===== src/rtl/core/mbss_pkg.sv =====
package mbss_pkg;

    localparam int SEGMENT_BITS_DEF = 16;
    localparam int SEG_FIELD_W      = 16;
    localparam int BYTE_W           = 8;
    localparam int HDR_BYTES        = 8;
    localparam int HDR_W            = HDR_BYTES * BYTE_W;
    localparam int FIFO_DEPTH       = 16;
    localparam int TDATA_W          = 24;
    localparam int TUSER_W          = 3;

    localparam logic [31:0] FOURCC_SIDX = 32'h73696478;
    localparam logic [31:0] FOURCC_MDAT = 32'h6d646174;
    localparam logic [31:0] MIN_BOX_SIZE = 32'd8;

    typedef struct packed {
        logic                   is_hdr;
        logic [HDR_W-1:0]       hdr;
        logic [SEG_FIELD_W-1:0] seg;
        logic                   sstart;
        logic                   bad;
    } entry_t;

    typedef struct packed {
        logic   push;
        entry_t entry;
    } push_t;

    typedef struct packed {
        logic   empty;
        entry_t entry;
    } head_t;

endpackage


===== src/rtl/core/mbss_front.sv =====
module mbss_front #(
    parameter int SEGMENT_BITS = mbss_pkg::SEGMENT_BITS_DEF
) (
    input  logic                           aclk,
    input  logic                           aresetn,
    input  logic                           s_tvalid,
    output logic                           s_tready,
    input  logic [mbss_pkg::BYTE_W-1:0]    s_tdata,
    input  logic                           full,
    output mbss_pkg::push_t                wr
);

    localparam int CNT_W = (SEGMENT_BITS < mbss_pkg::SEG_FIELD_W) ?
                           SEGMENT_BITS : mbss_pkg::SEG_FIELD_W;
    localparam logic [CNT_W-1:0] SEG_MAX = {CNT_W{1'b1}};

    logic [mbss_pkg::HDR_W-1:0] hdr_reg, hdr_next, hdr_new;
    logic [2:0]                 cnt_reg, cnt_next;
    logic [31:0]                pl_reg, pl_next;
    logic [CNT_W-1:0]           seg_reg, seg_next;
    logic                       mdat_reg, mdat_next;
    logic                       started_reg, started_next;

    logic        accept;
    logic [31:0] box_size;
    logic [31:0] box_type;
    logic        bad;
    logic        split;
    logic        in_payload;

    assign s_tready   = !full;
    assign accept     = s_tvalid && !full;
    assign in_payload = (pl_reg != 32'd0);
    assign hdr_new    = {hdr_reg[mbss_pkg::HDR_W-mbss_pkg::BYTE_W-1:0], s_tdata};
    assign box_size   = hdr_new[63:32];
    assign box_type   = hdr_new[31:0];
    assign bad        = box_size < mbss_pkg::MIN_BOX_SIZE;
    assign split      = (box_type == mbss_pkg::FOURCC_SIDX) &&
                        ((seg_reg == '0) || mdat_reg) && (seg_reg != SEG_MAX);

    always_comb begin
        hdr_next     = hdr_reg;
        cnt_next     = cnt_reg;
        pl_next      = pl_reg;
        seg_next     = seg_reg;
        mdat_next    = mdat_reg;
        started_next = started_reg;
        wr.push      = 1'b0;
        wr.entry     = '0;
        if (accept) begin
            if (in_payload) begin
                pl_next            = pl_reg - 32'd1;
                wr.push            = 1'b1;
                wr.entry.is_hdr    = 1'b0;
                wr.entry.hdr       = {{(mbss_pkg::HDR_W-mbss_pkg::BYTE_W){1'b0}}, s_tdata};
                wr.entry.seg       = mbss_pkg::SEG_FIELD_W'(seg_reg);
            end else begin
                hdr_next = hdr_new;
                cnt_next = cnt_reg + 3'd1;
                if (cnt_reg == 3'd7) begin
                    if (split) begin
                        seg_next  = seg_reg + 1'b1;
                        mdat_next = 1'b0;
                    end else if (box_type == mbss_pkg::FOURCC_MDAT) begin
                        mdat_next = 1'b1;
                    end
                    started_next    = 1'b1;
                    pl_next         = bad ? 32'd0 : box_size - mbss_pkg::MIN_BOX_SIZE;
                    wr.push         = 1'b1;
                    wr.entry.is_hdr = 1'b1;
                    wr.entry.hdr    = hdr_new;
                    wr.entry.seg    = mbss_pkg::SEG_FIELD_W'(seg_next);
                    wr.entry.sstart = split || !started_reg;
                    wr.entry.bad    = bad;
                end
            end
        end
    end

    always_ff @(posedge aclk) begin
        hdr_reg <= hdr_next;
        if (!aresetn) begin
            cnt_reg     <= '0;
            pl_reg      <= '0;
            seg_reg     <= '0;
            mdat_reg    <= 1'b0;
            started_reg <= 1'b0;
        end else begin
            cnt_reg     <= cnt_next;
            pl_reg      <= pl_next;
            seg_reg     <= seg_next;
            mdat_reg    <= mdat_next;
            started_reg <= started_next;
        end
    end

`ifndef SYNTHESIS
    a_payload_holds_count: assert property (@(posedge aclk) disable iff (!aresetn)
        (accept && in_payload) |=> (cnt_reg == $past(cnt_reg)))
        else $error("header count moved during payload");
    a_header_pushes: assert property (@(posedge aclk) disable iff (!aresetn)
        (accept && !in_payload && cnt_reg == 3'd7) |=> (cnt_reg == 3'd0))
        else $error("header count not cleared after header");
    a_seg_saturates: assert property (@(posedge aclk) disable iff (!aresetn)
        ($past(seg_reg) == SEG_MAX) |-> (seg_reg == SEG_MAX))
        else $error("segment count wrapped");
`endif

endmodule


===== src/rtl/core/mbss_fifo.sv =====
module mbss_fifo (
    input  logic            aclk,
    input  logic            aresetn,
    input  mbss_pkg::push_t wr,
    output logic            full,
    input  logic            pop,
    output mbss_pkg::head_t rd
);

    localparam int DEPTH = mbss_pkg::FIFO_DEPTH;
    localparam int AW    = $clog2(DEPTH);

    mbss_pkg::entry_t mem [DEPTH];
    logic [AW-1:0]    wp_reg, rp_reg;
    logic [AW:0]      cnt_reg;
    logic             do_push, do_pop;

    assign full     = (cnt_reg == (AW+1)'(DEPTH));
    assign rd.empty = (cnt_reg == '0);
    assign rd.entry = mem[rp_reg];
    assign do_push  = wr.push && !full;
    assign do_pop   = pop && !rd.empty;

    always_ff @(posedge aclk) begin
        if (do_push) begin
            mem[wp_reg] <= wr.entry;
        end
    end

    always_ff @(posedge aclk) begin
        if (!aresetn) begin
            wp_reg  <= '0;
            rp_reg  <= '0;
            cnt_reg <= '0;
        end else begin
            if (do_push) begin
                wp_reg <= wp_reg + 1'b1;
            end
            if (do_pop) begin
                rp_reg <= rp_reg + 1'b1;
            end
            cnt_reg <= cnt_reg + (AW+1)'(do_push) - (AW+1)'(do_pop);
        end
    end

`ifndef SYNTHESIS
    a_cnt_bound: assert property (@(posedge aclk) disable iff (!aresetn)
        cnt_reg <= (AW+1)'(DEPTH))
        else $error("fifo overflow");
    a_no_push_full: assert property (@(posedge aclk) disable iff (!aresetn)
        !(wr.push && full))
        else $error("push while full");
`endif

endmodule


===== src/rtl/core/mbss_back.sv =====
module mbss_back (
    input  logic                             aclk,
    input  logic                             aresetn,
    input  mbss_pkg::head_t                  rd,
    output logic                             pop,
    output logic                             m_tvalid,
    input  logic                             m_tready,
    output logic [mbss_pkg::TDATA_W-1:0]     m_tdata,
    output logic [mbss_pkg::TUSER_W-1:0]     m_tuser,
    output logic                             m_tlast
);

    logic [mbss_pkg::HDR_W-1:0]       sh_reg, sh_next;
    logic [2:0]                       left_reg, left_next;
    logic [mbss_pkg::SEG_FIELD_W-1:0] seg_reg, seg_next;
    logic                             bad_reg, bad_next;
    logic                             vld_reg, vld_next;
    logic [mbss_pkg::TDATA_W-1:0]     data_reg, data_next;
    logic [mbss_pkg::TUSER_W-1:0]     user_reg, user_next;
    logic                             last_reg, last_next;
    logic                             load;

    assign load     = !vld_reg || m_tready;
    assign pop      = load && (left_reg == 3'd0) && !rd.empty;
    assign m_tvalid = vld_reg;
    assign m_tdata  = data_reg;
    assign m_tuser  = user_reg;
    assign m_tlast  = last_reg;

    always_comb begin
        sh_next   = sh_reg;
        left_next = left_reg;
        seg_next  = seg_reg;
        bad_next  = bad_reg;
        vld_next  = vld_reg;
        data_next = data_reg;
        user_next = user_reg;
        last_next = last_reg;
        if (load) begin
            vld_next = 1'b0;
            if (left_reg != 3'd0) begin
                vld_next  = 1'b1;
                data_next = {seg_reg, sh_reg[63:56]};
                user_next = {bad_reg, 1'b0, 1'b0};
                last_next = (left_reg == 3'd1);
                sh_next   = sh_reg << mbss_pkg::BYTE_W;
                left_next = left_reg - 3'd1;
            end else if (!rd.empty) begin
                vld_next = 1'b1;
                if (rd.entry.is_hdr) begin
                    data_next = {rd.entry.seg, rd.entry.hdr[63:56]};
                    user_next = {rd.entry.bad, 1'b1, rd.entry.sstart};
                    last_next = 1'b0;
                    sh_next   = rd.entry.hdr << mbss_pkg::BYTE_W;
                    left_next = 3'd7;
                    seg_next  = rd.entry.seg;
                    bad_next  = rd.entry.bad;
                end else begin
                    data_next = {rd.entry.seg, rd.entry.hdr[7:0]};
                    user_next = '0;
                    last_next = 1'b1;
                end
            end
        end
    end

    always_ff @(posedge aclk) begin
        sh_reg   <= sh_next;
        seg_reg  <= seg_next;
        bad_reg  <= bad_next;
        data_reg <= data_next;
        user_reg <= user_next;
        last_reg <= last_next;
        if (!aresetn) begin
            left_reg <= '0;
            vld_reg  <= 1'b0;
        end else begin
            left_reg <= left_next;
            vld_reg  <= vld_next;
        end
    end

`ifndef SYNTHESIS
    a_burst_valid: assert property (@(posedge aclk) disable iff (!aresetn)
        (left_reg != 3'd0) |-> vld_reg)
        else $error("header burst without valid word");
    a_pop_idle: assert property (@(posedge aclk) disable iff (!aresetn)
        pop |-> (left_reg == 3'd0))
        else $error("pop during header burst");
    a_burst_step: assert property (@(posedge aclk) disable iff (!aresetn)
        (left_reg != 3'd0 && m_tready) |=> (left_reg == $past(left_reg) - 3'd1))
        else $error("header burst skipped a byte");
`endif

endmodule


===== src/rtl/core/mp4_box_segment_splitter_top.sv =====
// Fragmented MP4 box splitter for segmenting.
// Input stream (s_): one stream byte per word in s_tdata.
// Output stream (m_): one word per passed byte. Each box header is gathered
// and then sent as a burst of eight words, first with m_tuser box start set;
// each payload byte is sent as one word with m_tlast set.
// A sidx opens a new segment when the current one is the initial segment or
// an mdat arrived since the last split; the segment counter saturates.
// Boxes declaring a size below 8 get bad_size on their header words and no
// payload.
// Throughput: one byte per cycle sustained while m_tready stays high; header bursts
// of eight words are absorbed by the sixteen-entry queue between the parser and
// the serializer, since seven header bytes produce no output.
// An accepted byte is written to the queue and then loaded into the output register
// to form its word (the eighth header byte forms the first header word).
// Reset clears the parser, queue and output register; the first box starts
// segment 0, or segment 1 if it is a sidx. When m_tready is low, output words
// hold and the queue fills, then s_tready drops.
module mp4_box_segment_splitter_top #(
    parameter int SEGMENT_BITS = mbss_pkg::SEGMENT_BITS_DEF
) (
    input  logic                          aclk,
    input  logic                          aresetn,
    input  logic                          s_tvalid,
    output logic                          s_tready,
    input  logic [mbss_pkg::BYTE_W-1:0]   s_tdata,   // data_byte
    output logic                          m_tvalid,
    input  logic                          m_tready,
    output logic [mbss_pkg::TDATA_W-1:0]  m_tdata,   // out_byte, segment_index
    output logic [mbss_pkg::TUSER_W-1:0]  m_tuser,   // segment_start, box_start, bad_size
    output logic                          m_tlast
);

    mbss_pkg::push_t wr;
    mbss_pkg::head_t rd;
    logic            full;
    logic            pop;

    mbss_front #(
        .SEGMENT_BITS(SEGMENT_BITS)
    ) u_front (
        .aclk     (aclk),
        .aresetn  (aresetn),
        .s_tvalid (s_tvalid),
        .s_tready (s_tready),
        .s_tdata  (s_tdata),
        .full     (full),
        .wr       (wr)
    );

    mbss_fifo u_fifo (
        .aclk    (aclk),
        .aresetn (aresetn),
        .wr      (wr),
        .full    (full),
        .pop     (pop),
        .rd      (rd)
    );

    mbss_back u_back (
        .aclk     (aclk),
        .aresetn  (aresetn),
        .rd       (rd),
        .pop      (pop),
        .m_tvalid (m_tvalid),
        .m_tready (m_tready),
        .m_tdata  (m_tdata),
        .m_tuser  (m_tuser),
        .m_tlast  (m_tlast)
    );

endmodule


===== config.mk =====
export PLATFORM = sky130hd
export DESIGN_NAME = mp4_box_segment_splitter_top
export DESIGN_NICKNAME = d
export VERILOG_FILES = /design/src/rtl/core/mbss_pkg.sv /design/src/rtl/core/mbss_front.sv /design/src/rtl/core/mbss_fifo.sv /design/src/rtl/core/mbss_back.sv /design/src/rtl/core/mp4_box_segment_splitter_top.sv
export SDC_FILE = /design/constraint.sdc
export NUM_CORES = 1
export LEC_CHECK = 0
export BUFFER_PORTS_ARGS = -buffer_cell sky130_fd_sc_hd__buf_2
export CAP_MARGIN = 10
export CORE_ASPECT_RATIO = 1.25
export CORE_MARGIN = 10
export CORE_UTILIZATION = 50
export CTS_CLUSTER_SIZE = 20
export DETAILED_ROUTE_END_ITERATION = 6
export GPL_TIMING_DRIVEN = 1
export PLACE_DENSITY = 0.65
export RECOVER_POWER = 25
export SLEW_MARGIN = 0
export SYNTH_ARGS = -nofsm -noshare
export SYNTH_HDL_FRONTEND = slang
export SYNTH_SLANG_ARGS = --single-unit

===== constraint.sdc =====
create_clock -name aclk -period 25.7 [get_ports aclk]
set_input_delay 1.285 -clock aclk [delete_from_list [all_inputs] [get_ports aclk]]
set_output_delay 1.285 -clock aclk [all_outputs]
set_load 0.03 [all_outputs]

# Yosys cells after proc, flatten, opt, wreduce, memory -nomap -nowiden

Memory sizes are Yosys's and may differ from the RTL's. A register that Yosys moved wholly into a read port is not among the register bits.
Index checks and enable logic that the tools add are counted.

Register bits: 235
Bits in writable memories: 1328
Output and inout bits: 30
Logic and storage cells: 100
Memories: 1

Add/sub/neg operators: 9
$lt $le $gt $ge: 1
Eq/ne operators: 7
Muxes and demuxes: 31
Bitwise logic cells: 3
Reduce and logical (&&, ||, !) cells: 29

Memories:

| name       | words | width | read ports | clocked after memory_dff | write ports | RTL line        | text |
|---|---|---|---|---|---|---|---|
| u_fifo.mem | 16    | 83    | 1          | 1                        | 1           | mbss_fifo.sv:13 | `mbss_pkg::entry_t mem [DEPTH];` |

Operators by type and width:

| kind                    | number |
|---|---|
| $mux W64                | 3 |
| $mux W84                | 2 |
| $mux W32                | 3 |
| $mux W82                | 1 |
| $eq A32 B31 Y1 const B  | 2 |
| $mux W24                | 2 |
| $lt A32 B4 Y1 const B   | 1 |
| $reduce_bool A32 Y1     | 1 |
| $sub A32 B1 Y32 const B | 1 |
| $sub A32 B4 Y32 const B | 1 |
| $mux W3                 | 6 |
| $add A16 B1 Y16 const B | 1 |
| $logic_not A16 Y1       | 1 |
| $mux W16                | 1 |
| $ne A16 B16 Y1 const B  | 1 |
| $mux W1                 | 9 |
| $add A4 B1 Y4 const B   | 2 |
| $mux W4                 | 2 |
| $mux W8                 | 1 |
| $reduce_and A4 Y1       | 2 |
| $logic_and A1 B1 Y1     | 7 |
| $reduce_and A2 Y1       | 3 |
| $reduce_and A3 Y1       | 2 |
| $reduce_bool A2 Y1      | 3 |
| other kinds (15)        | 22 |

# Logic depth before layout (Yosys ltp)

Gate-level depths: netlist of the first run.

Depth after elaboration: 11
Mapped depth: 14
Depth with buffers taken out: 13

# Cells and area by module

From an unflattened synthesis of the first run, not the netlist that was laid out.

Cell total of the unflattened synthesis: 3215
Area, all modules: 61149.9 sq um

Modules (own cells, without submodules):

| module     | times used | cells an instance | area an instance (sq um) |
|---|---|---|---|
| mbss_fifo  | 1          | 2131              | 50493.4 |
| mbss_front | 1          | 703               | 6283.5 |
| mbss_back  | 1          | 381               | 4372.9 |

# Worst setup path after synthesis of the first run

OpenSTA, ideal clock, no wires.

Path kind: in2reg
Start point: in s_tvalid
End point: mem u_fifo.mem[1][0] (netlist name), enable pin
Library setup time: 0.626 ns
Arrival time: 7.915 ns
Required time: 25.074 ns
Path slack: 17.159 ns
Cell stages on the path: 7
Cells stage by stage: and2_1 -> clkbuf_1 -> o21ai_1 -> inv_1 -> clkbuf_1 -> nand2_1 -> nor3_1

Cells in the longest elaborated chain, start to end: 5

RTL lines:

| what                          | RTL line                           | text |
|---|---|---|
| from (decl)                   | mp4_box_segment_splitter_top.sv:23 | `input logic s_tvalid,` |
| $logic_and A1 B1 Y1           | mbss_front.sv:32                   | `assign accept = s_tvalid && !full;` |
| $mux W84                      | mbss_front.sv:50                   | `if (accept) begin` |
| $logic_and A1 B1 Y1           | mbss_fifo.sv:21                    | `assign do_push = wr.push && !full;` |
| $mux W1                       | mbss_fifo.sv:25                    | `if (do_push) begin` |
| $mux W1 (implied by the code) | mbss_fifo.sv:26                    | `mem[wp_reg] <= wr.entry;` |
| to (decl)                     | mbss_fifo.sv:13                    |  |

No other way between the ends.

==> impl_results.html, run 1 <==
<table>
<tr><th>Metric</th><th>Value</th></tr>
<tr><th colspan="2">CTS</th></tr>
<tr><td>Number of sinks handled by clock tree synthesis</td><td>1,559</td></tr>
<tr><td>Post-cts gate resize count</td><td>0</td></tr>
<tr><td>Clock Path Buffers</td><td>3</td></tr>
<tr><td>Insertion delay to the later sink of the worst-skew pair</td><td>approximately 0.78 ns</td></tr>
<tr><td>Post-CTS Hold Buffers</td><td>0</td></tr>
<tr><td>Setup fix buffers added after clock tree synthesis</td><td>0</td></tr>
<tr><td>TritonCTS clock tree</td><td>yes</td></tr>
<tr><td>Num CTS Buffers</td><td>roughly 150</td></tr>
<tr><td>Root Driver</td><td>clkbuf_16</td></tr>
<tr><td>Number of levels the H-tree was split into</td><td>4</td></tr>
<tr><td>Clk pin slew, worst setup/hold paths</td><td>approximately 0.060 ns</td></tr>
<tr><th colspan="2">GRT</th></tr>
<tr><td>Antenna violations before repair</td><td>9</td></tr>
<tr><td>Pin count of the biggest net entering global routing</td><td>83</td></tr>
<tr><td>First-pass GRT wire length</td><td>215,000 um</td></tr>
<tr><td>GRT Resource Usage Total</td><td>21.4%</td></tr>
<tr><td>Via count of the first global-routing pass</td><td>about 31,000</td></tr>
<tr><td>Grt ovf</td><td>0</td></tr>
<tr><th colspan="2">Timing</th></tr>
<tr><td>Final slew viol count</td><td>798</td></tr>
<tr><td>Final Skew</td><td>between 0.02 and 0.025 ns</td></tr>
<tr><td>Worst relative slew slack</td><td>-227%</td></tr>
<tr><td>Total setup violations reported at the end of the flow</td><td>0</td></tr>
<tr><td>Final hold violation count</td><td>0</td></tr>
<tr><td>Period utilisation layout</td><td>approximately 41%</td></tr>
<tr><td>Period minus WS final</td><td>roughly 10 ns</td></tr>
<tr><td>Highest attainable clock frequency</td><td>0.0955 GHz</td></tr>
<tr><td>Unrepaired setup endpoints after global routing</td><td>no</td></tr>
<tr><td>Worst-case hold slack</td><td>between 0.4 and 0.5 ns</td></tr>
<tr><td>Setup TNS Final</td><td>0 ns</td></tr>
<tr><td>Transition time at the pin with the least slew margin</td><td>around 5 ns</td></tr>
<tr><th colspan="2">Detailed routing</th></tr>
<tr><td>Number of vias after detailed routing</td><td>30,235</td></tr>
<tr><td>Remaining routing DRC violations</td><td>0</td></tr>
<tr><td>Total met2 wirelength after detailed routing</td><td>74,500 um</td></tr>
<tr><td>Max Used Layer</td><td>met5</td></tr>
<tr><td>Number of detailed-routing iterations run before antenna repair</td><td>5</td></tr>
<tr><td>Remaining antenna violation count</td><td>0</td></tr>
<tr><td>Post-DR wirelength/cell</td><td>30.2 um</td></tr>
<tr><td>Sum of routed wire length over all layers</td><td>145,000 um</td></tr>
<tr><td>Number of vias per cell after detailed routing</td><td>approximately 6.3</td></tr>
<tr><td>Amount of wire on met3 after detailed routing</td><td>between 9000 and 10,000 um</td></tr>
<tr><td>Initial drt markers</td><td>~3,700</td></tr>
<tr><td>Met1 Routed Length</td><td>58,000 um</td></tr>
<tr><th colspan="2">Logic synthesis</th></tr>
<tr><td>Post-synth EDFFs</td><td>around 1,500</td></tr>
<tr><td>Cells after Synth</td><td>3,003</td></tr>
<tr><td>Avg Synthesized Cell Area</td><td>20.2 um^2</td></tr>
<tr><td>FFs w/ async S/R, synth</td><td>0%</td></tr>
<tr><td>Dominant cell type by area after synthesis</td><td>edfxtp_1</td></tr>
<tr><td>Combined area of all synthesized cells</td><td>60,800 um^2</td></tr>
<tr><td>Unique cell type count in the Yosys netlist</td><td>between 60 and 70</td></tr>
<tr><td>Number of warnings issued by yosys</td><td>0</td></tr>
<tr><td>Area contributors post-synth</td><td>edfxtp_1 (73%), mux4_2 (15%), dfxtp_1 (2.4%)</td></tr>
<tr><td>Number of nets produced by synthesis</td><td>3,036</td></tr>
<tr><td>Share of Yosys cell area claimed by the top area cell type</td><td>73.3%</td></tr>
<tr><td>Proportion of synthesized chip area in sequential cells</td><td>75.8%</td></tr>
<tr><td>Flop and latch count out of synthesis</td><td>1,559</td></tr>
<tr><td>Most instantiated flip-flop cell in the synthesis netlist</td><td>edfxtp_1</td></tr>
<tr><th colspan="2">Setup path</th></tr>
<tr><td>Critical path's largest stage delay</td><td>3.33 ns</td></tr>
<tr><td>Maximum fanout encountered on the critical timing path</td><td>59</td></tr>
<tr><td>Sum of buffers and inverters on the critical path</td><td>4</td></tr>
<tr><td>Ordered list of cells on the worst path</td><td>clkbuf_1, clkbuf_1, nor2b_1, a22oi_1, nand2_1, buf_4, o21a_4, buf_4</td></tr>
<tr><td>Cell family contributing the most delay on the critical path</td><td>buffers and inverters</td></tr>
<tr><td>Critical path capture point type</td><td>flop</td></tr>
<tr><td>Worst EP arrival</td><td>10.86 ns</td></tr>
<tr><td>Path type of the worst setup path</td><td>flop to flop</td></tr>
<tr><td>Worst EP required</td><td>26.10 ns</td></tr>
<tr><td>Critical path startpoint category</td><td>flop</td></tr>
<tr><td>Slowest-stage cell, CP</td><td>clkbuf_1</td></tr>
<tr><th colspan="2">Floorplan</th></tr>
<tr><td>Site row count</td><td>143</td></tr>
<tr><td>Total Die Area</td><td>136,000 um^2</td></tr>
<tr><td>Width of the die</td><td>332 um</td></tr>
<tr><td>Core footprint</td><td>around 120,000 um^2</td></tr>
<tr><td>Initial Util</td><td>50.2%</td></tr>
<tr><td>IO Pins</td><td>42</td></tr>
<tr><td>Vertical extent of the die</td><td>between 400 and 500 um</td></tr>
<tr><th colspan="2">Layout</th></tr>
<tr><td>Area growth from synthesis to layout</td><td>11.2%</td></tr>
<tr><td>Max reg flops</td><td>between 1,000 and 1,500</td></tr>
<tr><td>Most common cell after layout, fill and taps aside</td><td>edfxtp_1</td></tr>
<tr><td>Multi-input gate area in the final layout</td><td>14,100 um^2</td></tr>
<tr><td>Fillers</td><td>8,935</td></tr>
<tr><td>Ratio of cells with drive above 1 in the final layout</td><td>a little over a fifth</td></tr>
<tr><td>Area of all sequential standard cells</td><td>46,100 um^2</td></tr>
<tr><td>Number of nets in the finished design</td><td>3,138</td></tr>
<tr><td>Top library cells by usage in the layout, fill and taps aside</td><td>edfxtp_1 (1,485), mux4_2 (406), nand2_1 (242)</td></tr>
<tr><th colspan="2">Placed design</th></tr>
<tr><td>Count of port buffers added during placement</td><td>between 40 and 50</td></tr>
<tr><td>Final estimated routing congestion in global placement</td><td>0.872</td></tr>
<tr><td>DP HPWL</td><td>82,700 um</td></tr>
<tr><th colspan="2">Run status</th></tr>
<tr><td>Violated checks</td><td>max-capacitance violations, max-slew violations</td></tr>
<tr><td>Run status</td><td>complete, but fails checks</td></tr>
<tr><th colspan="2">Power</th></tr>
<tr><td>Power per cell area</td><td>107 nW/um^2</td></tr>
<tr><td>Leakage</td><td>21.0 nW</td></tr>
<tr><td>Largest voltage drop on the vdd net</td><td>0.000115 V</td></tr>
<tr><th colspan="2">Hold path</th></tr>
<tr><td>Tightest Hold Check Type</td><td>flop to flop</td></tr>
<tr><th colspan="2">Run</th></tr>
<tr><td>Max_cap viols</td><td>22</td></tr>
</table>
## tightest hold or removal path, stage by stage (launching register included)
cell,delay [ns]
dfxtp_1,0.30
nand2_1,0.05
o22ai_1,0.05
## cells in the mapped netlist, drive strengths merged, types with 3 or more instances
cell	count
mux2i	5
nand4b	6
nor3	33
nand2b	9
inv	24
nand3	38
or3	26
nor2b	8
edfxtp	1485
nor3b	4
a211oi	6
dfxtp	74
o21ai	32
o211ai	7
a31oi	8
nand2	242
or4	25
a221oi	10
a22oi	6
xnor2	21
nor4	15
a32oi	3
mux4	406
clkbuf	117
buf	41
a22o	10
nor4b	4
and3	10
and2	69
nor4bb	4
o31ai	17
nand4	10
ha	20
o31a	3
a32o	8
xor2	16
nor2	89
a21oi	54
o22ai	13
## layout make-up
class | instances | area share (%)
clock buffer | 184 | 5.86
clock inverter | 82 | 1.07
timing repair buffer | 112 | 0.916
inverter | 24 | 0.133
antenna | 1 | 0.00370
tap | 1595 | 2.95
sequential | 1559 | 68.2
multi-input combinational | 1262 | 20.9
## stage by stage
stage	util, %	instance area, um^2	total power, W	instances	worst slack, ns
after floorplan	-	60800	0.00459	3003	17.16
after global placement	52.1	63100	0.00514	4550	20.61
after detailed placement	52.1	63100	0.00517	4551	20.62
after CTS	56.0	67800	0.00728	4817	20.58
after global routing	55.8	67600	0.00751	4818	14.42
final	55.8	67600	0.00722	4819	15.23
## kinds of logic (layout without fill, tap and decap cells)
family | after synthesis | in the layout | share of synthesized area (%)
xor gates and xnor gates | 37 | 37 | 0.533
adders and majority gates | 21 | 21 | 0.445
other | 0 | 1 | 0
DFF | 1559 | 1559 | 75.8
and+or+nand+nor | 598 | 598 | 4.85
AOI/OAI and AO/OA | 195 | 195 | 2.14
muxes | 411 | 411 | 15.1
buffers and inverters | 182 | 402 | 1.13
## path summary, 6_finish.rpt
check / startpoint / end / slack [ns] / cells past startpoint
max reg2reg: flop / u_back.sh_reg[31] / 15.23 / 8
min: u_front.pl_reg[13] / u_front.pl_reg[13] / 0.45 / 2
min reg2reg: u_front.pl_reg[13] / u_front.pl_reg[13] / 0.45 / 2
max: flop / u_back.sh_reg[31] / 15.23 / 8
## power by group
| part | switching, W | internal (W) |
|---|---|---|
| logic | 0.00111 | 0.000696 |
| clock network | 0.000919 | 0.00120 |
| registers | 0.000157 | 0.00314 |
| total | 0.00219 | 0.00503 |
## metal layers
metal,vias up,track usage (%)
li1,12570,-
met1,16232,28.4
met3,221,3.39
met4,8,6.34
met2,1204,36.3
met5,-,0
Power figures use the tool's default switching activity.
==> run 2, diff against run 1 <==
ABC_AREA = 1   (was not set)
clock period = 10.5 ns   (was 25.7 ns; I/O delays follow)
==> run 2 against run 1 <==
Net effect:
- the run ends with design-rule violations, max-capacitance violations, max-slew violations left
- die area rose by 5.1%
- clock-buffer cell count rose by 6
- utilization fell by 0.37 points
- non-clock buffer count rose by 7
- worst setup slack got worse by 12 ns
- maximum frequency rose by 43%
- critical path type unchanged
- largest cell class unchanged
==> impl_results.html, run 2 <==
<table>
<tr><th>Metric</th><th>Value</th></tr>
<tr><th colspan="2">GRT</th></tr>
<tr><td>GRT Resource Usage Total</td><td>24.2%</td></tr>
<tr><td>Pin count of the biggest net entering global routing</td><td>214</td></tr>
<tr><td>Grt ovf</td><td>0</td></tr>
<tr><td>Antenna violations before repair</td><td>7</td></tr>
<tr><td>First-pass GRT wire length</td><td>between 200,000 and 300,000 um</td></tr>
<tr><td>Via count of the first global-routing pass</td><td>40,289</td></tr>
<tr><th colspan="2">Setup path</th></tr>
<tr><td>Worst r2r path cells</td><td>12</td></tr>
<tr><td>Critical Path Source</td><td>u_front.pl_reg[0]</td></tr>
<tr><td>Worst EP arrival</td><td>~7.7 ns</td></tr>
<tr><td>Worst R2R Start</td><td>u_front.pl_reg[0]</td></tr>
<tr><td>Capture point of the worst reg-to-reg path</td><td>u_fifo.mem[15][0]</td></tr>
<tr><td>Path type of the worst setup path</td><td>flop to flop</td></tr>
<tr><td>Worst EP required</td><td>10.89 ns</td></tr>
<tr><td>Critical path startpoint category</td><td>flop</td></tr>
<tr><td>End of the critical path</td><td>u_fifo.mem[15][0]</td></tr>
<tr><td>Critical path capture point type</td><td>flop</td></tr>
<tr><td>Maximum fanout encountered on the critical timing path</td><td>61</td></tr>
<tr><td>R2R Setup Slk</td><td>3.21 ns</td></tr>
<tr><th colspan="2">Logic synthesis</th></tr>
<tr><td>Fraction of the mapped netlist area in compound gates</td><td>11.2%</td></tr>
<tr><td>FFs w/ async S/R, synth</td><td>0%</td></tr>
<tr><td>Commonest cells in the synthesized netlist</td><td>edfxtp_1 (1,485), nor2_1 (970), o21ai_0 (716)</td></tr>
<tr><td>Library cell with the highest instance count after synthesis</td><td>edfxtp_1</td></tr>
<tr><td>Share of Yosys cell area claimed by the top area cell type</td><td>slightly below 70%</td></tr>
<tr><td>Post-synthesis adder-cell area fraction</td><td>0.422%</td></tr>
<tr><td>Combined area of all synthesized cells</td><td>64,100 um^2</td></tr>
<tr><td>Flop and latch count out of synthesis</td><td>~1,600</td></tr>
<tr><td>Largest family of logic cells by synthesized area</td><td>simple AND/OR/NAND/NOR gates</td></tr>
<tr><td>Dominant cell type by area after synthesis</td><td>edfxtp_1</td></tr>
<tr><td>Number of nets produced by synthesis</td><td>between 5,000 and 6,000</td></tr>
<tr><td>Multiplexer fraction of the synthesized cell area</td><td>0%</td></tr>
<tr><td>Share of the synthesized netlist area taken by xor and xnor gates</td><td>less than 1%</td></tr>
<tr><td>Area contributors post-synth</td><td>edfxtp_1 (70%), nor2_1 (5.7%), o21ai_0 (5.6%)</td></tr>
<tr><td>Cells after Synth</td><td>around 5,300</td></tr>
<tr><td>Unique cell type count in the Yosys netlist</td><td>43</td></tr>
<tr><td>Most instantiated flip-flop cell in the synthesis netlist</td><td>edfxtp_1</td></tr>
<tr><td>Area share of and/or/nand/nor cells after synthesis</td><td>12.2%</td></tr>
<tr><td>Number of warnings issued by yosys</td><td>0</td></tr>
<tr><td>Avg Synthesized Cell Area</td><td>12.2 um^2</td></tr>
<tr><td>Post-synth EDFFs</td><td>1,485</td></tr>
<tr><td>Proportion of synthesized chip area in sequential cells</td><td>a little under three quarters</td></tr>
<tr><th colspan="2">Timing</th></tr>
<tr><td>Period utilisation layout</td><td>69.5%</td></tr>
<tr><td>Setup TNS Final</td><td>0 ns</td></tr>
<tr><td>Final slew viol count</td><td>~750</td></tr>
<tr><td>Transition time at the pin with the least slew margin</td><td>4.56 ns</td></tr>
<tr><td>Final Skew</td><td>0.0222 ns</td></tr>
<tr><td>Worst relative slew slack</td><td>-204%</td></tr>
<tr><td>Final hold violation count</td><td>0</td></tr>
<tr><td>Period minus WS final</td><td>~7.3 ns</td></tr>
<tr><td>Unrepaired setup endpoints after global routing</td><td>no</td></tr>
<tr><td>Total setup violations reported at the end of the flow</td><td>0</td></tr>
<tr><td>Highest attainable clock frequency</td><td>0.137 GHz</td></tr>
<tr><th colspan="2">Detailed routing</th></tr>
<tr><td>Number of vias after detailed routing</td><td>roughly 42,000</td></tr>
<tr><td>Post-DR wirelength/cell</td><td>25.1 um</td></tr>
<tr><td>Sum of routed wire length over all layers</td><td>about 180,000 um</td></tr>
<tr><td>Number of vias per cell after detailed routing</td><td>5.97</td></tr>
<tr><td>Initial drt markers</td><td>~5,500</td></tr>
<tr><td>Remaining antenna violation count</td><td>0</td></tr>
<tr><td>Number of detailed-routing iterations run before antenna repair</td><td>7</td></tr>
<tr><td>Remaining routing DRC violations</td><td>8</td></tr>
<tr><th colspan="2">Placed design</th></tr>
<tr><td>Final estimated routing congestion in global placement</td><td>0.977</td></tr>
<tr><td>Placed cell areas</td><td>between 60,000 and 70,000 um^2</td></tr>
<tr><td>Count of port buffers added during placement</td><td>41</td></tr>
<tr><td>DP HPWL</td><td>92,200 um</td></tr>
<tr><td>Cell count after placement</td><td>6,753</td></tr>
<tr><th colspan="2">CTS</th></tr>
<tr><td>Num CTS Buffers</td><td>148</td></tr>
<tr><td>Clk pin slew, worst setup/hold paths</td><td>0.06 ns</td></tr>
<tr><td>Number of levels the H-tree was split into</td><td>4</td></tr>
<tr><td>Root Driver</td><td>clkbuf_16</td></tr>
<tr><td>Insertion delay to the later sink of the worst-skew pair</td><td>0.78 ns</td></tr>
<tr><td>Post-cts gate resize count</td><td>0</td></tr>
<tr><td>Clock Path Buffers</td><td>3</td></tr>
<tr><td>Number of sinks handled by clock tree synthesis</td><td>1,559</td></tr>
<tr><td>TritonCTS clock tree</td><td>yes</td></tr>
<tr><th colspan="2">Floorplan</th></tr>
<tr><td>Core footprint</td><td>127,000 um^2</td></tr>
<tr><td>Width of the die</td><td>340 um</td></tr>
<tr><td>Site row count</td><td>146</td></tr>
<tr><td>Total Die Area</td><td>roughly 140,000 um^2</td></tr>
<tr><td>IO Pins</td><td>42</td></tr>
<tr><td>Vertical extent of the die</td><td>420 um</td></tr>
<tr><td>Initial Util</td><td>50.5%</td></tr>
<tr><th colspan="2">Run</th></tr>
<tr><td>Max_cap viols</td><td>15</td></tr>
<tr><th colspan="2">Layout</th></tr>
<tr><td>Ratio of cells with drive above 1 in the final layout</td><td>6.45%</td></tr>
<tr><td>Top library cells by usage in the layout, fill and taps aside</td><td>edfxtp_1 (1,485), nor2_1 (963), o21ai_0 (716)</td></tr>
<tr><td>Final standard cell count with taps included and fillers excluded</td><td>7,037</td></tr>
<tr><td>Area growth from synthesis to layout</td><td>9.90%</td></tr>
<tr><td>Max reg flops</td><td>1,328</td></tr>
<tr><td>Most common cell after layout, fill and taps aside</td><td>edfxtp_1</td></tr>
<tr><td>Post-route core utilization</td><td>55.4%</td></tr>
<tr><td>Number of nets in the finished design</td><td>~5,200</td></tr>
<tr><td>Cell area after layout</td><td>70,400 um^2</td></tr>
<tr><th colspan="2">Power</th></tr>
<tr><td>Power per cell area</td><td>245 nW/um^2</td></tr>
<tr><td>Leakage</td><td>25.8 nW</td></tr>
<tr><td>Largest voltage drop on the vdd net</td><td>0.000173 V</td></tr>
<tr><td>Tot Pwr</td><td>between 0.015 and 0.02 W</td></tr>
<tr><th colspan="2">Hold path</th></tr>
<tr><td>Tightest Hold Check Type</td><td>input port to flop</td></tr>
<tr><th colspan="2">Run status</th></tr>
<tr><td>Run status</td><td>complete, but fails checks</td></tr>
<tr><td>Violated checks</td><td>design-rule violations, max-capacitance violations, max-slew violations</td></tr>
</table>
## run 2: worst min path at each step
stage	from	endpoint	slack [ns]	cells after the start
4_1_cts	s_tdata[1]	u_front.hdr_reg[1]	0.006	1
6_report	s_tdata[1]	u_front.hdr_reg[1]	0.15	1
5_1_grt	s_tdata[0]	u_front.hdr_reg[0]	0.11	1
3_5_place_dp	u_fifo.rp_reg[3]	flop	0.42	1
3_3_place_gp	u_fifo.rp_reg[3]	flop	0.42	1
2_1_floorplan	u_fifo.rp_reg[3]	flop	0.41	1
## run 2: kinds of logic after synthesis
group | Yosys count
and+or+nand+nor | 1867
DFF | 1559
AOI/OAI and AO/OA | 1211
buffers and inverters | 565
xor gates and xnor gates | 41
adders and majority gates | 21
## run 2: cell type report
cell class	count	area [um^2]
Timing Repair Buffer	119	764
Inverter	242	933
Sequential cell	1559	46100
Clock inverter	83	835
Multi-Input combinational cell	3140	15600
Antenna cell	2	5.00
Tap cell	1702	2130
Fill cell	10338	56600
Clock buffer	190	4030
## run 2: through the flow
stage	setup WS (ns)	hold WS, ns
after CTS	5.91	0.00552
after global routing	2.86	0.113
final	3.21	0.151
after floorplan	4.88	0.412
after global placement	5.94	0.417
after detailed placement	5.91	0.424
## run 2: routing by layer
layer  share of wire, %  wire length, um  vias up  GRT usage [%]
li1                   -                -    18932              -
met1                 40            70200    20699           32.2
met4                3.5             6280        6           9.23
met3                8.5            15100      364           3.80
met2                 48            85300     1989           40.0
met5              0.022               39        -              0
## run 2: report_power, final
group	switching, W	internal (W)
registers	0.000245	0.00731
logic	0.00311	0.00117
clock network	0.00231	0.00309
total	0.00566	0.0116
## run 2: what timing repair did
item                                   4_1_cts  5_1_grt
setup buffers                                0        0
hold buffers                                 4        0
endpoints found under the hold margin        4        0
## run 2: worst max-delay path, cell delays in order (launching register included)
cell and delay (ns):
dfxtp_1 0.34, inv_1 0.06, ha_1 0.26, nand2_4 0.11
nor2_1 0.15, nand2_1 0.13, nor2_1 0.05, buf_4 0.22
a21oi_1 0.30, clkbuf_1 2.12, nand2_1 0.51, nor2_1 1.72
buf_4 0.83
